File: src/design/led_pkg.sv
// Shared types and constants for the edit distance unit.
// No dependencies; compile first.
package led_pkg;

    localparam int ACT_W  = 2;
    localparam int CH_W   = 8;
    localparam int DIST_W = 7;

    // Request action codes
    localparam logic [ACT_W-1:0] ACT_FIRST   = 2'd0;
    localparam logic [ACT_W-1:0] ACT_SECOND  = 2'd1;
    localparam logic [ACT_W-1:0] ACT_COMPUTE = 2'd2;

    // Largest distance the result field can carry
    localparam logic [DIST_W-1:0] DIST_MAX = 7'd127;

    typedef logic [ACT_W-1:0]  action_t;
    typedef logic [CH_W-1:0]   char_t;
    typedef logic [DIST_W-1:0] dist_t;

    // Commands from the sequencer to the word store
    typedef struct packed {
        logic app_first;
        logic app_second;
        logic clear;
    } store_cmd_t;

endpackage

File: src/design/led_in_if.sv
// Request channel: valid/ready handshake carrying action and character.
// Depends on led_pkg.
interface led_in_if;
    logic                valid;
    logic                ready;
    led_pkg::action_t    action;
    led_pkg::char_t      ch;

    modport source (output valid, output action, output ch, input ready);
    modport sink   (input valid, input action, input ch, output ready);
endinterface

File: src/design/led_out_if.sv
// Result channel: valid/ready handshake carrying distance and overflow flag.
// Depends on led_pkg.
interface led_out_if;
    logic              valid;
    logic              ready;
    led_pkg::dist_t    distance;
    logic              overflow;

    modport source (output valid, output distance, output overflow, input ready);
    modport sink   (input valid, input distance, input overflow, output ready);
endinterface

File: src/design/led_word_store.sv
// Storage for both words, their lengths and the dropped-character flag.
// Depends on led_pkg.
module led_word_store #(
    parameter int MAX_LEN = 64
) (
    input  logic                            clk,
    input  logic                            rst_n,
    input  led_pkg::store_cmd_t             cmd,
    input  led_pkg::char_t                  ch,
    input  logic [$clog2(MAX_LEN)-1:0]      first_addr,
    input  logic [$clog2(MAX_LEN)-1:0]      second_addr,
    output led_pkg::char_t                  first_rdata,
    output led_pkg::char_t                  second_rdata,
    output logic [$clog2(MAX_LEN+1)-1:0]    first_len,
    output logic [$clog2(MAX_LEN+1)-1:0]    second_len,
    output logic                            dropped
);

    localparam int AW = $clog2(MAX_LEN);
    localparam int LW = $clog2(MAX_LEN + 1);

    led_pkg::char_t first_mem  [0:MAX_LEN-1];
    led_pkg::char_t second_mem [0:MAX_LEN-1];

    logic [LW-1:0] first_len_reg, first_len_next;
    logic [LW-1:0] second_len_reg, second_len_next;
    logic          dropped_reg, dropped_next;
    logic          first_full, second_full;
    logic          first_we, second_we;

    assign first_full  = (first_len_reg == LW'(MAX_LEN));
    assign second_full = (second_len_reg == LW'(MAX_LEN));
    assign first_we    = cmd.app_first && !first_full;
    assign second_we   = cmd.app_second && !second_full;

    always_comb
    begin
        first_len_next  = first_len_reg;
        second_len_next = second_len_reg;
        dropped_next    = dropped_reg;
        if (cmd.clear)
        begin
            first_len_next  = '0;
            second_len_next = '0;
            dropped_next    = 1'b0;
        end
        else
        begin
            if (first_we)
                first_len_next = first_len_reg + LW'(1);
            if (second_we)
                second_len_next = second_len_reg + LW'(1);
            if ((cmd.app_first && first_full) || (cmd.app_second && second_full))
                dropped_next = 1'b1;
        end
    end

    always_ff @(posedge clk or negedge rst_n)
    begin
        if (!rst_n)
        begin
            first_len_reg  <= '0;
            second_len_reg <= '0;
            dropped_reg    <= 1'b0;
        end
        else
        begin
            first_len_reg  <= first_len_next;
            second_len_reg <= second_len_next;
            dropped_reg    <= dropped_next;
        end
    end

    always_ff @(posedge clk)
    begin
        if (first_we)
            first_mem[first_len_reg[AW-1:0]] <= ch;
        if (second_we)
            second_mem[second_len_reg[AW-1:0]] <= ch;
        first_rdata  <= first_mem[first_addr];
        second_rdata <= second_mem[second_addr];
    end

    assign first_len  = first_len_reg;
    assign second_len = second_len_reg;
    assign dropped    = dropped_reg;

endmodule

File: src/design/led_row_mem.sv
// One row of the cost matrix: single write port, registered read port.
// Depends on nothing.
module led_row_mem #(
    parameter int MAX_LEN = 64
) (
    input  logic                            clk,
    input  logic                            we,
    input  logic [$clog2(MAX_LEN)-1:0]      waddr,
    input  logic [$clog2(MAX_LEN+1)-1:0]    wdata,
    input  logic [$clog2(MAX_LEN)-1:0]      raddr,
    output logic [$clog2(MAX_LEN+1)-1:0]    rdata
);

    localparam int LW = $clog2(MAX_LEN + 1);

    logic [LW-1:0] row_mem [0:MAX_LEN-1];

    always_ff @(posedge clk)
    begin
        if (we)
            row_mem[waddr] <= wdata;
        rdata <= row_mem[raddr];
    end

endmodule

File: src/design/led_cell_unit.sv
// Shared cell evaluator: minimum of deletion, insertion and substitution cost.
// Depends on nothing.
module led_cell_unit #(
    parameter int MAX_LEN = 64
) (
    input  logic [$clog2(MAX_LEN+1)-1:0]    up,
    input  logic [$clog2(MAX_LEN+1)-1:0]    left,
    input  logic [$clog2(MAX_LEN+1)-1:0]    diag,
    input  logic                            match,
    output logic [$clog2(MAX_LEN+1)-1:0]    cost
);

    localparam int LW = $clog2(MAX_LEN + 1);

    logic [LW:0] up_inc, left_inc, diag_sub, min_a, min_b;

    always_comb
    begin
        up_inc   = {1'b0, up} + (LW+1)'(1);
        left_inc = {1'b0, left} + (LW+1)'(1);
        diag_sub = {1'b0, diag} + (LW+1)'(!match);
        min_a    = (up_inc < left_inc) ? up_inc : left_inc;
        min_b    = (min_a < diag_sub) ? min_a : diag_sub;
        // A cell never exceeds the longer word length, so the top bit drops
        cost     = min_b[LW-1:0];
    end

endmodule

File: src/design/levenshtein_edit_distance_unit.sv
// Top level of the edit distance unit: sequencer, word store, row buffer
// and shared cell evaluator. Depends on led_pkg, led_in_if, led_out_if.
//
//   Channel   Dir   Payload                        Moves
//   request   in    action[1:0], ch[7:0]           one append or compute request
//   result    out   distance[6:0], overflow        one result per compute
//
// Timing: append requests are taken back to back while the sequencer is idle.
// A compute request holds the unit for one setup step per row of the first
// word, each followed by one cell step per column of the second word, all
// through the single cell evaluator and the single read port of the row
// buffer. With either word empty it goes straight to the result. Request
// ready stays low from compute acceptance until the result is registered.
// Reset: asynchronous, active low; clears lengths, flag, sequencer state and
// the result valid flag. The word and row memories need no clearing pass.
// Stalls: the result register holds while result.ready is low; appends are
// still taken, and a further compute waits in its final state until the
// result register frees.
module levenshtein_edit_distance_unit #(
    parameter int MAX_LEN = 64
) (
    input  logic        clk,
    input  logic        rst_n,
    led_in_if.sink      request,
    led_out_if.source   result
);

    localparam int AW = $clog2(MAX_LEN);
    localparam int LW = $clog2(MAX_LEN + 1);
    localparam int DW = (LW > led_pkg::DIST_W) ? LW : led_pkg::DIST_W;

    localparam logic [1:0] ST_IDLE = 2'd0;
    localparam logic [1:0] ST_ROW  = 2'd1;
    localparam logic [1:0] ST_CELL = 2'd2;
    localparam logic [1:0] ST_DONE = 2'd3;

    logic [1:0]    state_reg, state_next;
    logic [AW-1:0] row_reg, row_next;
    logic [AW-1:0] col_reg, col_next;
    logic [LW-1:0] diag_reg, diag_next;
    logic [LW-1:0] left_reg, left_next;
    logic [LW-1:0] dist_reg, dist_next;

    logic           out_valid_reg, out_valid_next;
    led_pkg::dist_t out_dist_reg, out_dist_next;
    logic           out_ovf_reg, out_ovf_next;

    led_pkg::store_cmd_t store_cmd;
    led_pkg::char_t      first_rdata, second_rdata;
    logic [LW-1:0]       first_len, second_len;
    logic                dropped;

    logic          req_fire;
    logic          last_row, last_col;
    logic [AW-1:0] col_raddr;
    logic [LW-1:0] row_rdata, up_val, cell_cost;
    logic          row_we;
    logic          done_fire;
    logic [DW-1:0] dist_ext;
    led_pkg::dist_t dist_sat;

    // Accept requests only while the sequencer is idle
    assign request.ready = (state_reg == ST_IDLE);
    assign req_fire      = request.valid && request.ready;

    assign last_row = ({{(LW-AW){1'b0}}, row_reg} == first_len - LW'(1));
    assign last_col = ({{(LW-AW){1'b0}}, col_reg} == second_len - LW'(1));

    // Row setup fetches column 0; each cell fetches the next column, the last its own
    assign col_raddr = (state_reg == ST_CELL && !last_col) ? col_reg + AW'(1) :
                       (state_reg == ST_CELL)              ? col_reg : '0;

    // The first row reads the implicit initial row j instead of the buffer
    assign up_val = (row_reg == '0) ? ({{(LW-AW){1'b0}}, col_reg} + LW'(1)) : row_rdata;
    assign row_we = (state_reg == ST_CELL);

    assign done_fire = (state_reg == ST_DONE) && (!out_valid_reg || result.ready);

    always_comb
    begin
        store_cmd.app_first  = req_fire && (request.action == led_pkg::ACT_FIRST);
        store_cmd.app_second = req_fire && (request.action == led_pkg::ACT_SECOND);
        store_cmd.clear      = done_fire;
    end

    // Clamp the distance to the result field
    assign dist_ext = DW'(dist_reg);
    assign dist_sat = (dist_ext > DW'(led_pkg::DIST_MAX)) ? led_pkg::DIST_MAX
                                                           : dist_ext[led_pkg::DIST_W-1:0];

    led_word_store #(.MAX_LEN(MAX_LEN)) u_store (
        .clk          (clk),
        .rst_n        (rst_n),
        .cmd          (store_cmd),
        .ch           (request.ch),
        .first_addr   (row_reg),
        .second_addr  (col_raddr),
        .first_rdata  (first_rdata),
        .second_rdata (second_rdata),
        .first_len    (first_len),
        .second_len   (second_len),
        .dropped      (dropped)
    );

    led_row_mem #(.MAX_LEN(MAX_LEN)) u_row (
        .clk   (clk),
        .we    (row_we),
        .waddr (col_reg),
        .wdata (cell_cost),
        .raddr (col_raddr),
        .rdata (row_rdata)
    );

    led_cell_unit #(.MAX_LEN(MAX_LEN)) u_cell (
        .up    (up_val),
        .left  (left_reg),
        .diag  (diag_reg),
        .match (first_rdata == second_rdata),
        .cost  (cell_cost)
    );

    // Sequencer
    always_comb
    begin
        state_next = state_reg;
        row_next   = row_reg;
        col_next   = col_reg;
        diag_next  = diag_reg;
        left_next  = left_reg;
        dist_next  = dist_reg;
        case (state_reg)
            ST_IDLE:
            begin
                if (req_fire && request.action == led_pkg::ACT_COMPUTE)
                begin
                    row_next = '0;
                    if (first_len == '0 || second_len == '0)
                    begin
                        // Empty word: the distance is the other length
                        dist_next  = first_len | second_len;
                        state_next = ST_DONE;
                    end
                    else
                        state_next = ST_ROW;
                end
            end
            ST_ROW:
            begin
                // Column 0 of this row is i, of the previous row i-1
                diag_next  = {{(LW-AW){1'b0}}, row_reg};
                left_next  = {{(LW-AW){1'b0}}, row_reg} + LW'(1);
                col_next   = '0;
                state_next = ST_CELL;
            end
            ST_CELL:
            begin
                left_next = cell_cost;
                diag_next = up_val;
                if (last_col)
                begin
                    if (last_row)
                    begin
                        dist_next  = cell_cost;
                        state_next = ST_DONE;
                    end
                    else
                    begin
                        row_next   = row_reg + AW'(1);
                        state_next = ST_ROW;
                    end
                end
                else
                    col_next = col_reg + AW'(1);
            end
            ST_DONE:
            begin
                if (done_fire)
                    state_next = ST_IDLE;
            end
            default:
            begin
                state_next = ST_IDLE;
            end
        endcase
    end

    // Result register
    always_comb
    begin
        out_valid_next = out_valid_reg;
        out_dist_next  = out_dist_reg;
        out_ovf_next   = out_ovf_reg;
        if (result.ready)
            out_valid_next = 1'b0;
        if (done_fire)
        begin
            out_valid_next = 1'b1;
            out_dist_next  = dist_sat;
            out_ovf_next   = dropped;
        end
    end

    always_ff @(posedge clk or negedge rst_n)
    begin
        if (!rst_n)
        begin
            state_reg     <= ST_IDLE;
            out_valid_reg <= 1'b0;
        end
        else
        begin
            state_reg     <= state_next;
            out_valid_reg <= out_valid_next;
        end
    end

    always_ff @(posedge clk)
    begin
        row_reg      <= row_next;
        col_reg      <= col_next;
        diag_reg     <= diag_next;
        left_reg     <= left_next;
        dist_reg     <= dist_next;
        out_dist_reg <= out_dist_next;
        out_ovf_reg  <= out_ovf_next;
    end

    assign result.valid    = out_valid_reg;
    assign result.distance = out_dist_reg;
    assign result.overflow = out_ovf_reg;

endmodule

File: src/flat_wrapper.sv
// flat-port wrapper written by rule: the top's interface ports become plain ports
module levenshtein_edit_distance_unit_flat 
#(
    parameter int MAX_LEN = 64
)
  (clk, rst_n, request_valid, request_action, request_ch, request_ready, result_valid, result_distance, result_overflow, result_ready);
  led_in_if request_i ();
  led_out_if result_i ();
  input  logic clk;
  input  logic rst_n;
  input wire logic [$bits(request_i.valid)-1:0] request_valid;
  input wire logic [$bits(request_i.action)-1:0] request_action;
  input wire logic [$bits(request_i.ch)-1:0] request_ch;
  output wire logic [$bits(request_i.ready)-1:0] request_ready;
  output wire logic [$bits(result_i.valid)-1:0] result_valid;
  output wire logic [$bits(result_i.distance)-1:0] result_distance;
  output wire logic [$bits(result_i.overflow)-1:0] result_overflow;
  input wire logic [$bits(result_i.ready)-1:0] result_ready;
  assign request_i.valid = request_valid;
  assign request_i.action = request_action;
  assign request_i.ch = request_ch;
  assign request_ready = request_i.ready;
  assign result_valid = result_i.valid;
  assign result_distance = result_i.distance;
  assign result_overflow = result_i.overflow;
  assign result_i.ready = result_ready;
  levenshtein_edit_distance_unit #(.MAX_LEN(MAX_LEN)) u_core (.clk(clk), .rst_n(rst_n), .request(request_i), .result(result_i));
endmodule
File: config.mk
export PLATFORM = sky130hd
export DESIGN_NAME = levenshtein_edit_distance_unit_flat
export DESIGN_NICKNAME = d
export VERILOG_FILES = /design/src/design/led_pkg.sv /design/src/design/led_in_if.sv /design/src/design/led_out_if.sv /design/src/design/led_word_store.sv /design/src/design/led_row_mem.sv /design/src/design/led_cell_unit.sv /design/src/design/levenshtein_edit_distance_unit.sv /design/src/flat_wrapper.sv
export SDC_FILE = /design/constraint.sdc
export NUM_CORES = 2
export LEC_CHECK = 0
export ABC_AREA = 1
export BUFFER_PORTS_ARGS = -buffer_cell sky130_fd_sc_hd__buf_2
export CORE_MARGIN = 4
export CORE_UTILIZATION = 30
export CTS_BUF_LIST = sky130_fd_sc_hd__clkbuf_8 sky130_fd_sc_hd__clkbuf_16
export CTS_CLUSTER_DIAMETER = 80
export DETAILED_ROUTE_END_ITERATION = 8
export SLEW_MARGIN = 15
export SYNTH_ARGS = -nofsm -noshare
export SYNTH_HDL_FRONTEND = slang
export SYNTH_SLANG_ARGS = --single-unit
export TNS_END_PERCENT = 30
File: constraint.sdc
create_clock -name clk -period 9.5 [get_ports clk]
set_clock_uncertainty 0.1 [all_clocks]
set_input_delay 0.475 -clock clk [delete_from_list [all_inputs] [get_ports clk]]
set_output_delay 0.475 -clock clk [all_outputs]
set_load 0.05 [all_outputs]
==> results.md <==
* Largest net degree at the start of global routing at 193
* CP Max Fanout at 106
* Cells after Synth at 5849
* Core area at 0.2221 sq mm
* WL/cell at 20.14 um
* Area growth from synthesis to layout at 11.67%
* Clock period minus worst slack at 7093 ps
* Multiplexer share of the synthesized area at 0.0001494
* Number of global-route vias before repair at 41753
* First-pass GRT wire length at 265.7 mm
* Core Util, Final at 0.3369
* Power Density at 352.6 mW/mm^2
* Rows at 173
* Simple logic cell fraction of the synthesized area at 0.1932
* Max Cap Viol at 0
* Pint at 15690 uW
* Post-synthesis net count at 5892
* DRC at 0
* Synth Register Bits at 1554
* RR Startpoint: u_core.row_reg[0]$_SDFFCE_PN0P_
* I/O Pins at 24
* Unrepaired setup endpoints after global routing: false
* Compound-Gate Fraction of Synth Area at 0.04826
* Initial antenna violation count at 2
* Final hold vios at 0
* Worst setup EP type: register
* Worst setup path start: u_core.row_reg[0]$_SDFFCE_PN0P_
* Slew @ Worst Pin at 1219 ps
* CP Data Required Time at 9950 ps
* Mapped cell area at 0.06699 sq mm
* Clock tree sinks at 1554
* Gr ovfl total at 0
* Total track usage at 0.1491
* Register area share after synthesis at 0.6918
* Normalized max-slew margin at 0.1871
* Commonest non-fill, non-tap cell in the layout: edfxtp_1
* Highest-delay cell along the critical path: and2_2
* TNS Setup at 0 ps
* Period utilization at 0.7466
* Sequential power share at 0.384
* Worst Setup Start Kind: register
* Fmax at 141.0 MHz
* Mapped Avg Cell Area at 11.45 sq um
* Root Driver: clkbuf_16
* Largest family of logic cells by synthesized area: simple AND/OR/NAND/NOR gates
* Final slew viol count at 0
* Via/cell ratio at 4.960
* Synth Area in XOR/XNOR at 0.005622
* Worst hold slack at 58.38 ps
* Layout Nets at 5767
* Drt first pass iters at 6
* Worst hold-check path type: primary input to register
* Synth warnings at 0
* Outcome: complete, no violations
* Clock transition at path regs at 60 ps
* DR iter-0 viols at 4624
* Logic pwr share at 0.381
* Full die area at 0.2309 sq mm
* Pre-CTS setup slack at 2307 ps
* Clock power share at 0.235
* Crit Path Class: register to register
* Vias at 43823
* Synth Area in Adders at 0.005416
* Drt total wl at 177.9 mm
* HP Start: result_ready
* Switching Share at 0.4052
* Fill cells at 21934
* Final worst slack at 2407 ps
* Leakage at 0.02674 uW
* CP Data Arrival Time at 7540 ps
* CP peak stage delay at 630 ps
* H-tree Lvls at 4
* Clk buf depth at 3
* Max VDD drop at 0.0005368 V
* Finish-stage setup viols at 0
* Layout cells sized above 1 at 0.06060
* Clk_lat worst skew at 790 ps
* Post-synthesis cell type count at 54
* P_sw at 10690 uW
* GPL Wtd Cong at 0.8284
* CP most frequent cell: inv_1
* HPWL Detailed at 99.19 mm
* CTS buffer count at 160
* Routed Antenna Nets at 0
* CTS tree: yes
* PortBufs at 23
* Most frequent cells in the layout: edfxtp_1, nand2_1, nand3_1
* Chip Height at 480.6 um
* Initial core utilization at 0.3017
* Flop2flop setup slack at 2410 ps
* Die Wd at 480.6 um
[kinds of logic after synthesis]
group,count (synthesis)
XOR/XNOR,43
multiplexers,1
AND/OR/NAND/NOR,2789
AO/OA/AOI/OAI,556
flip-flops,1554
adder cells (fa/ha/maj),29
buffers and inverters,877
[synth_stat cells (all sizes together)]
cell	number	area share
a21oi	25	0.0019
a31oi	16	0.0015
inv	505	0.028
a22o	7	0.00092
dfxtp	23	0.0069
nor3	15	0.0014
clkbuf	156	0.0087
or2	5	0.00047
nor2	531	0.030
a221oi	5	0.00065
buf	213	0.018
or4	1	0.00011
o221ai	27	0.0035
a32o	2	0.00030
edfxtp	1513	0.68
o22ai	96	0.0090
xor2	30	0.0039
o31ai	1	0.00011
o21ai	330	0.025
a41oi	1	0.00013
a211oi	3	0.00034
clkinv	3	0.00017
a2bb2oi	1	0.00013
nand2	1044	0.059
a21boi	1	0.00017
nand3	852	0.064
o21a	2	0.00022
ha	29	0.0054
a32oi	1	0.00013
mux2i	1	0.00015
nand3b	321	0.036
xnor2	13	0.0017
o2111ai	4	0.00052
and2	8	0.00075
dfrtp	18	0.0067
o211ai	33	0.0037
nand4	12	0.0011
a221o	1	0.00015
[power groups by stage]
stage                     combinational, uW  sequential (uW)  clock (uW)
after global routing                  11000            10100        6580
after detailed placement              10000            10300           0
after global placement                 9880            10300           0
after floorplan                        6380            10300           0
final                                 10100            10100        6200
after CTS                             10100            10100        6290
[metal layers]
metal	GRT usage	wire length, um
met2	0.2397	83470
met4	0.05001	5530
met5	0	0
met3	0.02519	12360
met1	0.2044	76580
[critical path: cells and delay by family, from the launching register on]
family          cells  cell delay, ps
simple gates       13            2270
compound gates      5             910
xor+xnor            1             160
fa+ha+maj           4             950
flops               1             480
buf+inv            10            1950
[through the flow]
stage	std cells	cell area, sq um	total power [uW]
global route	8833	74810	27760
detailed placement	8536	69590	20330
CTS	8833	74800	26490
global placement	8536	69590	20160
finish	8835	74810	26380
floorplan	5849	66990	16640
[what timing repair did]
item / in CTS / in global routing
buffers inserted: 0 / 0
endpoints found under the hold margin: 18 / 0
hold buffers: 1 / 0
gates resized for setup: 0 / 0
[final cells by class]
cell class,count,area [sq um],share of cell area
inverters,508,1937,0.02589
repair buffers,82,630.6,0.008429
diodes,2,5.005,0.00006690
clock inverters,131,1114,0.01488
well taps,2975,3722,0.04975
clock buffers,165,4084,0.05459
flip-flops and latches,1554,46340,0.6195
multi-input cells,3418,16980,0.2269
[final timing paths]
check | to | depth (start not counted)
setup / recovery | u_core.u_row.row_mem[33][2]$_DFFE_PP_ | 33
max in group asynchronous | u_core.state_reg[0]$_DFFE_PN0P_ | 2
hold / removal | u_core.result.valid$_DFFE_PN0P_ | 4
setup reg to reg | u_core.u_row.row_mem[33][2]$_DFFE_PP_ | 33
min in group asynchronous | u_core.result.valid$_DFFE_PN0P_ | 2
hold reg to reg | u_core.result.distance[3]$_SDFFCE_PN1P_ | 0
Note: power is estimated with default switching activity, not from simulation.
